[src/hw/rtl/dht22_pkg.sv]
package dht22_pkg;

    localparam int NUM_PULSES  = 41;
    localparam int DATA_BITS   = 40;
    localparam int TIMER_WIDTH = 16;
    localparam int CNT_W       = $clog2(NUM_PULSES + 1);
    localparam int EDGE_W      = 16;
    localparam int THR_W       = 16;
    localparam int BAD_W       = 8;
    localparam int WORD_W      = 16;
    localparam int CFG_IDX_W   = 8;
    localparam int CFG_DATA_W  = 16;

    localparam logic [THR_W-1:0] THRESHOLD_RESET = 16'd37;
    localparam logic [BAD_W-1:0] MAX_BAD_RESET   = 8'd2;

    localparam logic [CFG_IDX_W-1:0] CFG_THRESHOLD = 8'd0;
    localparam logic [CFG_IDX_W-1:0] CFG_MAX_BAD   = 8'd1;

    typedef enum logic [1:0] {
        MODE_ARM    = 2'd0,
        MODE_EDGE   = 2'd1,
        MODE_FINISH = 2'd2
    } t_mode;

    typedef enum logic [1:0] {
        STAT_OK        = 2'd0,
        STAT_TOLERATED = 2'd1,
        STAT_REPORTED  = 2'd2
    } t_status;

    typedef struct packed {
        logic [1:0]        mode;
        logic              level;
        logic [EDGE_W-1:0] edge_time;
    } t_item;

    typedef struct packed {
        logic                 count_full;
        logic                 start_ok;
        logic [DATA_BITS-1:0] bits;
    } t_frame;

endpackage

[src/hw/rtl/dht22_pulse_frame_decoder_unit.sv]
// A finish request passes from the input register, where it may wait, to the
// result register. Arm and edge requests give no result.
// Throughput: one request per cycle; only a finish waits, and only while the
// result register is full and not taken.
// Reset: synchronous, active low; capture closed, held values and failure count
// zero, threshold 37, bad-reading limit 2.
module dht22_pulse_frame_decoder_unit #(
    parameter int TIMER_WIDTH = dht22_pkg::TIMER_WIDTH
) (
    input  logic                                i_clk,
    input  logic                                i_rst_n,
    input  logic                                i_in_valid,
    output logic                                o_in_ready,
    input  logic [1:0]                          i_mode,
    input  logic                                i_line_level,
    input  logic [dht22_pkg::EDGE_W-1:0]        i_edge_time,
    output logic                                o_out_valid,
    input  logic                                i_out_ready,
    output logic [1:0]                          o_status,
    output logic [dht22_pkg::WORD_W-1:0]        o_humidity_tenths,
    output logic signed [dht22_pkg::WORD_W-1:0] o_temperature_tenths,
    input  logic                                i_cfg_valid,
    output logic                                o_cfg_ready,
    input  logic [dht22_pkg::CFG_IDX_W-1:0]     i_cfg_index,
    input  logic [dht22_pkg::CFG_DATA_W-1:0]    i_cfg_data
);
    import dht22_pkg::*;

    logic             r_in_valid;
    t_item            r_item;
    logic [THR_W-1:0] r_threshold;
    logic [BAD_W-1:0] r_max_bad;

    logic   out_free;
    logic   fire;
    logic   is_finish;
    t_frame frame;

    assign is_finish  = (t_mode'(r_item.mode) == MODE_FINISH);
    assign fire       = r_in_valid && (!is_finish || out_free);
    assign o_in_ready = !r_in_valid || fire;
    assign o_cfg_ready = 1'b1;

    always_ff @(posedge i_clk) begin
        if (!i_rst_n) begin
            r_in_valid <= 1'b0;
        end else if (o_in_ready) begin
            r_in_valid <= i_in_valid;
        end
    end

    always_ff @(posedge i_clk) begin
        if (o_in_ready && i_in_valid) begin
            r_item.mode      <= i_mode;
            r_item.level     <= i_line_level;
            r_item.edge_time <= i_edge_time;
        end
    end

    always_ff @(posedge i_clk) begin
        if (!i_rst_n) begin
            r_threshold <= THRESHOLD_RESET;
            r_max_bad   <= MAX_BAD_RESET;
        end else if (i_cfg_valid) begin
            if (i_cfg_index == CFG_THRESHOLD) begin
                r_threshold <= i_cfg_data[THR_W-1:0];
            end else if (i_cfg_index == CFG_MAX_BAD) begin
                r_max_bad <= i_cfg_data[BAD_W-1:0];
            end
        end
    end

    dht22_capture #(
        .TIMER_WIDTH(TIMER_WIDTH)
    ) u_capture (
        .i_clk      (i_clk),
        .i_rst_n    (i_rst_n),
        .i_fire     (fire),
        .i_item     (r_item),
        .i_threshold(r_threshold),
        .o_frame    (frame)
    );

    dht22_decode u_decode (
        .i_clk               (i_clk),
        .i_rst_n             (i_rst_n),
        .i_fire_finish       (fire && is_finish),
        .i_frame             (frame),
        .i_max_bad           (r_max_bad),
        .o_out_free          (out_free),
        .o_out_valid         (o_out_valid),
        .i_out_ready         (i_out_ready),
        .o_status            (o_status),
        .o_humidity_tenths   (o_humidity_tenths),
        .o_temperature_tenths(o_temperature_tenths)
    );

endmodule

[src/hw/rtl/dht22_capture.sv]
module dht22_capture #(
    parameter int TIMER_WIDTH = dht22_pkg::TIMER_WIDTH
) (
    input  logic                          i_clk,
    input  logic                          i_rst_n,
    input  logic                          i_fire,
    input  dht22_pkg::t_item              i_item,
    input  logic [dht22_pkg::THR_W-1:0]   i_threshold,
    output dht22_pkg::t_frame             o_frame
);
    import dht22_pkg::*;

    localparam int CMP_W = (TIMER_WIDTH > THR_W) ? TIMER_WIDTH : THR_W;

    logic [CNT_W-1:0]       r_count, n_count;
    logic [TIMER_WIDTH-1:0] r_rise, n_rise;
    logic                   r_rise_valid, n_rise_valid;
    logic                   r_start_ok, n_start_ok;
    logic [DATA_BITS-1:0]   r_bits, n_bits;

    logic [TIMER_WIDTH-1:0] now;
    logic [TIMER_WIDTH-1:0] width;
    logic                   is_one;

    assign now    = TIMER_WIDTH'(i_item.edge_time);
    assign width  = now - r_rise;
    assign is_one = CMP_W'(width) >= CMP_W'(i_threshold);

    always_comb begin
        n_count      = r_count;
        n_rise       = r_rise;
        n_rise_valid = r_rise_valid;
        n_start_ok   = r_start_ok;
        n_bits       = r_bits;
        if (i_fire) begin
            case (t_mode'(i_item.mode))
                MODE_ARM: begin
                    n_count      = '0;
                    n_rise       = '0;
                    n_rise_valid = 1'b0;
                    n_start_ok   = 1'b0;
                    n_bits       = '0;
                end
                MODE_EDGE: begin
                    if (r_count < CNT_W'(NUM_PULSES)) begin
                        if (i_item.level) begin
                            n_rise       = now;
                            n_rise_valid = 1'b1;
                        end else if (r_rise_valid) begin
                            if (r_count == '0) begin
                                n_start_ok = is_one;
                            end else begin
                                n_bits = {r_bits[DATA_BITS-2:0], is_one};
                            end
                            n_count = r_count + CNT_W'(1);
                        end
                    end
                end
                MODE_FINISH: begin
                    n_count = CNT_W'(NUM_PULSES);
                end
                default: begin
                end
            endcase
        end
    end

    always_ff @(posedge i_clk) begin
        if (!i_rst_n) begin
            r_count      <= CNT_W'(NUM_PULSES);
            r_rise       <= '0;
            r_rise_valid <= 1'b0;
            r_start_ok   <= 1'b0;
            r_bits       <= '0;
        end else begin
            r_count      <= n_count;
            r_rise       <= n_rise;
            r_rise_valid <= n_rise_valid;
            r_start_ok   <= n_start_ok;
            r_bits       <= n_bits;
        end
    end

    assign o_frame.count_full = (r_count == CNT_W'(NUM_PULSES));
    assign o_frame.start_ok   = r_start_ok;
    assign o_frame.bits       = r_bits;

endmodule

[src/hw/rtl/dht22_decode.sv]
module dht22_decode (
    input  logic                           i_clk,
    input  logic                           i_rst_n,
    input  logic                           i_fire_finish,
    input  dht22_pkg::t_frame              i_frame,
    input  logic [dht22_pkg::BAD_W-1:0]    i_max_bad,
    output logic                           o_out_free,
    output logic                           o_out_valid,
    input  logic                           i_out_ready,
    output logic [1:0]                     o_status,
    output logic [dht22_pkg::WORD_W-1:0]   o_humidity_tenths,
    output logic signed [dht22_pkg::WORD_W-1:0] o_temperature_tenths
);
    import dht22_pkg::*;

    logic [BAD_W-1:0]  r_bad, n_bad;
    logic [WORD_W-1:0] r_hum, n_hum;
    logic [WORD_W-1:0] r_temp, n_temp;
    logic              r_valid, n_valid;
    t_status           r_status, n_status;
    logic [WORD_W-1:0] r_out_hum, n_out_hum;
    logic [WORD_W-1:0] r_out_temp, n_out_temp;

    logic [7:0]        b0, b1, b2, b3, b4, sum;
    logic              good;
    logic [14:0]       mag;
    logic [WORD_W-1:0] temp_word;

    assign b0  = i_frame.bits[39:32];
    assign b1  = i_frame.bits[31:24];
    assign b2  = i_frame.bits[23:16];
    assign b3  = i_frame.bits[15:8];
    assign b4  = i_frame.bits[7:0];
    assign sum = b0 + b1 + b2 + b3;
    assign good = i_frame.count_full && i_frame.start_ok && (sum == b4);
    assign mag  = {b2[6:0], b3};
    assign temp_word = b2[7] ? (WORD_W'(0) - {1'b0, mag}) : {1'b0, mag};

    assign o_out_free = !r_valid || i_out_ready;

    always_comb begin
        n_bad      = r_bad;
        n_hum      = r_hum;
        n_temp     = r_temp;
        n_valid    = r_valid && !i_out_ready;
        n_status   = r_status;
        n_out_hum  = r_out_hum;
        n_out_temp = r_out_temp;
        if (i_fire_finish) begin
            n_valid = 1'b1;
            if (good) begin
                n_hum      = {b0, b1};
                n_temp     = temp_word;
                n_bad      = '0;
                n_status   = STAT_OK;
                n_out_hum  = {b0, b1};
                n_out_temp = temp_word;
            end else if (r_bad < i_max_bad) begin
                n_bad      = r_bad + BAD_W'(1);
                n_status   = STAT_TOLERATED;
                n_out_hum  = r_hum;
                n_out_temp = r_temp;
            end else begin
                n_status   = STAT_REPORTED;
                n_out_hum  = '0;
                n_out_temp = '0;
            end
        end
    end

    always_ff @(posedge i_clk) begin
        if (!i_rst_n) begin
            r_bad   <= '0;
            r_hum   <= '0;
            r_temp  <= '0;
            r_valid <= 1'b0;
        end else begin
            r_bad   <= n_bad;
            r_hum   <= n_hum;
            r_temp  <= n_temp;
            r_valid <= n_valid;
        end
    end

    always_ff @(posedge i_clk) begin
        r_status   <= n_status;
        r_out_hum  <= n_out_hum;
        r_out_temp <= n_out_temp;
    end

    assign o_out_valid          = r_valid;
    assign o_status             = r_status;
    assign o_humidity_tenths    = r_out_hum;
    assign o_temperature_tenths = r_out_temp;

endmodule

[config.mk]
export PLATFORM = sky130hd
export DESIGN_NAME = dht22_pulse_frame_decoder_unit
export DESIGN_NICKNAME = d
export VERILOG_FILES = /design/src/hw/rtl/dht22_pkg.sv /design/src/hw/rtl/dht22_pulse_frame_decoder_unit.sv /design/src/hw/rtl/dht22_capture.sv /design/src/hw/rtl/dht22_decode.sv
export SDC_FILE = /design/constraint.sdc
export NUM_CORES = 1
export LEC_CHECK = 0
export BUFFER_PORTS_ARGS = -buffer_cell sky130_fd_sc_hd__buf_4
export CELL_PAD_IN_SITES_DETAIL_PLACEMENT = 0
export CELL_PAD_IN_SITES_GLOBAL_PLACEMENT = 2
export CORE_MARGIN = 1
export CORE_UTILIZATION = 30
export CTS_BUF_LIST = sky130_fd_sc_hd__clkbuf_4 sky130_fd_sc_hd__clkbuf_8 sky130_fd_sc_hd__clkbuf_16
export CTS_CLUSTER_SIZE = 30
export DETAILED_ROUTE_END_ITERATION = 10
export PLACE_DENSITY_LB_ADDON = 0.1
export SLEW_MARGIN = 40
export SYNTH_ARGS = -nofsm -noshare
export SYNTH_HDL_FRONTEND = slang
export SYNTH_SLANG_ARGS = --single-unit
[constraint.sdc]
create_clock -name i_clk -period 3.9 [get_ports i_clk]
set_input_delay 0 -clock i_clk [delete_from_list [all_inputs] [get_ports i_clk]]
set_output_delay 0 -clock i_clk [all_outputs]
set_load 0.005 [all_outputs]
Word level (Yosys, flattened, before mapping)
Cells that the tools add are included.
Cells by class
  $add $sub $neg: 7
  $lt $le $gt $ge: 3
  eq/ne operators: 11
  multiplexer cells: 29
  bitwise operators: 1
  reductions and logical operators: 27
Operator list (number)
  $mux W40: 4
  $mux W16: 7
  $pmux W40 S2: 1
  $pmux W16 S2: 1
  $add A8 B8 Y8: 3
  $mux W6: 3
  $pmux W6 S3: 1
  $ge A16 B16 Y1: 1
  $mux W8: 2
  $sub A1 B15 Y16 const A: 1
  $sub A16 B16 Y16: 1
  $reduce_and A6 Y1: 2
  $add A8 B1 Y8 const B: 1
  $eq A8 B1 Y1 const B: 1
  $eq A8 B8 Y1: 1
  $logic_not A8 Y1: 1
  $lt A8 B8 Y1: 1
  $mux W1: 7
  $add A6 B1 Y6 const B: 1
  $eq A6 B6 Y1 const B: 1
  $logic_and A1 B1 Y1: 6
  $logic_not A6 Y1: 1
  $lt A6 B6 Y1 const B: 1
  $ne A2 B1 Y1 const B: 3
  other kinds (15): 26
Word-level totals
  register bits after elaboration: 183
  output and inout port bits: 37
  word-level logic and storage cells: 96

Depth between registers and ports, before layout
  depth after elaboration: 7
  depth in mapped cells: 19
  gate-level depth less buffers: 19

Cells and area by module
A second synthesis with hierarchy kept.
Second synthesis, totals
  cells, all modules: 1112
  area, all modules: 10452.5 sq um
By module, submodules not included
  dht22_decode: instances 1, cells each 457, area each 4648.2 sq um, seq. area each 1841.8 sq um
  dht22_capture: instances 1, cells each 518, area each 4165.2 sq um, seq. area each 1281.2 sq um
  dht22_pulse_frame_decoder_unit: instances 1, cells each 137, area each 1639.1 sq um, seq. area each 1071.0 sq um

Least setup slack after synthesis
No wires, ideal clock.
  path kind: reg-to-reg
  from: register u_capture.r_bits[9]
  to: register u_decode.r_temp[5]
  setup time: 0.074 ns
  arrival time: 3.843 ns
  setup slack: -0.017 ns
  stages on the path, launching flop included: 16
  cell sequence: dfxtp_1 > fa_1 > inv_1 > fa_1 > inv_1 > ha_1 > fa_1 > xnor2_1 > nand3_1 > nor4_1 > nand4_1 > or3_1 > buf_2 > buf_6 > or4_1 > o21ai_0
On the way
  word-level cells in the longest chain between the ends: 4
  elaborated cells on any way between the ends: 6
RTL lines
  from (decl): line dht22_capture.sv:19  | logic [DATA_BITS-1:0] r_bits, n_bits;
  from (signal assigned): line dht22_capture.sv:80  | r_bits <= n_bits;
  $add A8 B8 Y8: line dht22_decode.sv:34  | assign sum = b0 + b1 + b2 + b3;
  $eq A8 B8 Y1: line dht22_decode.sv:35  | assign good = i_frame.count_full && i_frame.start_ok && (sum == b4);
  $logic_and A1 B1 Y1: line dht22_decode.sv:35
  $reduce_and A2 Y1 (no line)
  to (signal assigned): line dht22_decode.sv:80  | r_temp <= n_temp;
  to (decl): line dht22_decode.sv:18  | logic [WORD_W-1:0] r_temp, n_temp;
Parallel ways exist; a longest one is shown, timed or not.
A chain may end at the register's enable or synchronous reset.

Final worst setup path
  from: register u_capture.r_bits[9]
  to: register u_decode.r_hum[7]
On the way
  word-level cells in the longest chain between the ends: 4
RTL lines
  $add A8 B8 Y8: line dht22_decode.sv:34
  $eq A8 B8 Y1: line dht22_decode.sv:35
  $logic_and A1 B1 Y1: line dht22_decode.sv:35
  $reduce_and A2 Y1 (no line)
  to (signal assigned): line dht22_decode.sv:79  | r_hum <= n_hum;
  to (decl): line dht22_decode.sv:17  | logic [WORD_W-1:0] r_hum, n_hum;
Every way passes these cells.

==> results.ini <==
[critical_path]
max_stage_delay_ns=0.53
critPathKind=flip-flop to flip-flop
required_ns=4.25
cp_num_cells=16
slowest_stage=fa_1
cp-start-kind=flip-flop
crit_buf_inv=5
cp_top_family=adder cells
path_cells=fa_1 -> inv_1 -> fa_1 -> inv_1 -> ha_2 -> fa_1 -> xnor2_1 -> nand3_1 -> nor4_2 -> nand4_1 -> or3_4 -> buf_4 -> nor2_4 -> buf_4 -> clkbuf_16 -> o21ai_0
arrival_ns=4.27
reg2reg_depth=16
rrSetupSlack_ns=-0.03
end_kind=flip-flop
cp_max_fo=7
crit_top_cell=fa_1

[cells_and_area]
fillers=3108
diodes=0
layout_commonest_cell=nand2_1
drive_gt1_frac=0.198
syn_to_final_growth_pct=29.7
layout.cells.non_filler=1605
fin_nets=1313
fin_area_um2=12300
most-common-layout-cells=nand2_1, buf_4, dfxtp_1, nand3_1, a21oi_1

[die]
io_pins=85
die_h_um=180
die_x_um=180
start_util=0.307
row_count=64
die_area_um2=32200
core_um2=30800

[synthesis]
ys_ff_latch=183
synth_edf_count=53
synth_area_leaders=dfxtp_1, edfxtp_1, ha_1, nand3_1, nand2_1
avgSynthCellArea_um2=8.96
yosys.area.top_type_share=0.275
ys.warnings.count=0
synthesis.nets=1172
synthCells=1055
synth_flop_cell=dfxtp_1
ys_seq_area_frac=0.444
yosys.area.top_type=dfxtp_1
syn_area_um2=9450
synthArstFlopShare=0
synth.distinct_cells=58

[timing]
period_share=1.01
max_slew_margin=0.454
finClkSkew_ns=0.0153
fin_crit_ns=3.93
worst_slew_pin_slew_ns=0.819
rsz0062_at_grt=yes
fin_ws_ns=-0.0270
slew_violations=0
max_freq_ghz=0.255
setup_viol=10
finalHoldViolations=0

[placement]
routabilityCongestion=0.758
numPortBuffers=83
placed_area_um2=10700
hpwl_mm=18.1
dp_cells=1518

[routing]
dr.pass1.iters=10
vias=7807
ant_nets=0
vias_per_cell=4.86
initialDrtViolationCount=417
drc_errors=5
drt_wl_total_mm=26.5
wire_per_inst_um=16.5

[clock_network]
cts.sinks=183
clk_latency_ns=0.45
cts.path.max_buffers=2
cts_tree=yes
cts_root_buf=clkbuf_16
htreeDepth=4
numCtsBuffers=17
cts.clk_slew.worst_paths_ns=0.08

[run]
drv_cap=0

[status]
status=finished with violations
failed_checks=DRC, setup timing

[global_routing]
grt_pass1_vias=7374
overflow=0
antenna_found_initial=0
grt_max_degree=76
grt_pass1_wl_mm=41.8
grt_usage=0.164

[power_and_ir_drop]
cellPowerDensity_nw_per_um2=339
peakVddDrop_uv=282
p_leak_nw=4.60

[worst_hold_path]
holdCritPathClass=input pin to flip-flop
whs_path_depth=5

[final cells by class]
type                    count  area (um2)  area share
repair buffers            191        1740       0.142
multi-input cells         737        4980       0.406
inverters                  66         248      0.0202
well taps                 396         495      0.0404
clock inverters            12         113     0.00918
flip-flops and latches    183        4200       0.342
clock buffers              20         500      0.0408
[metal layers]
| metal | vias up | part of all wire | track usage |
|---|---|---|---|
| met3 | 15 | 0.024 | 0.0306 |
| met1 | 3714 | 0.52 | 0.240 |
| met2 | 98 | 0.45 | 0.249 |
| met4 | 0 | 0.0081 | 0.0372 |
| met5 | - | 0 | 0 |
| li1 | 3980 | - | - |
[worst min-delay path, delay by kind of cell]
kind,cells,cell delay [ns]
AND/OR/NAND/NOR,3,0.28
AO/OA/AOI/OAI,1,0.17
buffers and inverters,1,0.08
[synthesized netlist by cell type, drive strengths merged, types with 4 or more instances]
master,count
o21a,7
ha,54
or4,12
mux2i,25
nand2,142
nor2,39
nand2b,11
o21ai,65
o311ai,6
and2,4
dfxtp,130
buf,14
xnor2,31
nand4,29
nor3,4
clkbuf,55
or3,9
inv,66
edfxtp,53
nand3,109
o31ai,4
a21o,7
xor2,18
fa,15
and3,6
nor2b,9
o21bai,4
o211ai,6
a21oi,81
nor4,7
[stage by stage]
stage | hold slack, ns | utilization | TNS [ns] | total power [mW] | worst slack, ns
3_3_place_gp | 0.178 | 0.348 | -5.90 | 2.34 | -0.176
5_1_grt | 0.165 | 0.398 | -9.23 | 4.33 | -0.242
6_report | 0.127 | 0.398 | -0.170 | 4.15 | -0.0270
3_5_place_dp | 0.179 | 0.348 | -10.98 | 2.34 | -0.260
4_1_cts | 0.108 | 0.384 | -0.288 | 4.21 | -0.0414
2_1_floorplan | 0.0989 | - | 0 | 2.22 | 0.0289
[sequential cells by signal, indices dropped and copies added, names as in the netlist]
signal	flops
r_in_valid	1
r_item	19
r_max_bad	8
r_threshold	16
u_capture.r_bits	40
u_capture.r_count	6
u_capture.r_rise	16
u_capture.r_rise_valid	1
u_capture.r_start_ok	1
u_decode.o_humidity_tenths	16
u_decode.o_out_valid	1
u_decode.o_status	2
u_decode.o_temperature_tenths	16
u_decode.r_bad	8
u_decode.r_hum	16
u_decode.r_temp	16
[path summary, 6_finish.rpt]
kind / start / endpoint
worst min-delay path: i_cfg_index[5] / r_threshold[2]
worst min register to register: u_decode.r_temp[8] / u_decode.r_temp[8]
worst max register to register: u_capture.r_bits[9] / u_decode.r_hum[7]
worst max-delay path: u_capture.r_bits[9] / u_decode.r_hum[7]
[repair_timing]
item,4_1_cts,5_1_grt
hold endpoints to repair,45,0
cloned,1,5
hold buffers,42,0
buffers inserted,2,4
pin swaps,2,16
gates resized for setup,13,80
setup endpoints to repair,68,74
[cell families after synthesis]
kind of cell / after synthesis / share of synthesized area
simple gates: 392 / 0.200
compound gates: 200 / 0.123
flops: 183 / 0.444
buf+inv: 135 / 0.0560
fa+ha+maj: 69 / 0.103
xor+xnor: 49 / 0.0462
mux: 26 / 0.0277
other cells: 1 / 0.000397
[power breakdown]
part / leakage (nW) / switching [mW] / internal, mW
clock network: 0.304 / 0.856 / 0.961
logic: 2.81 / 0.184 / 0.156
registers: 1.48 / 0.0173 / 1.98
(Power assumes the default switching activity.)
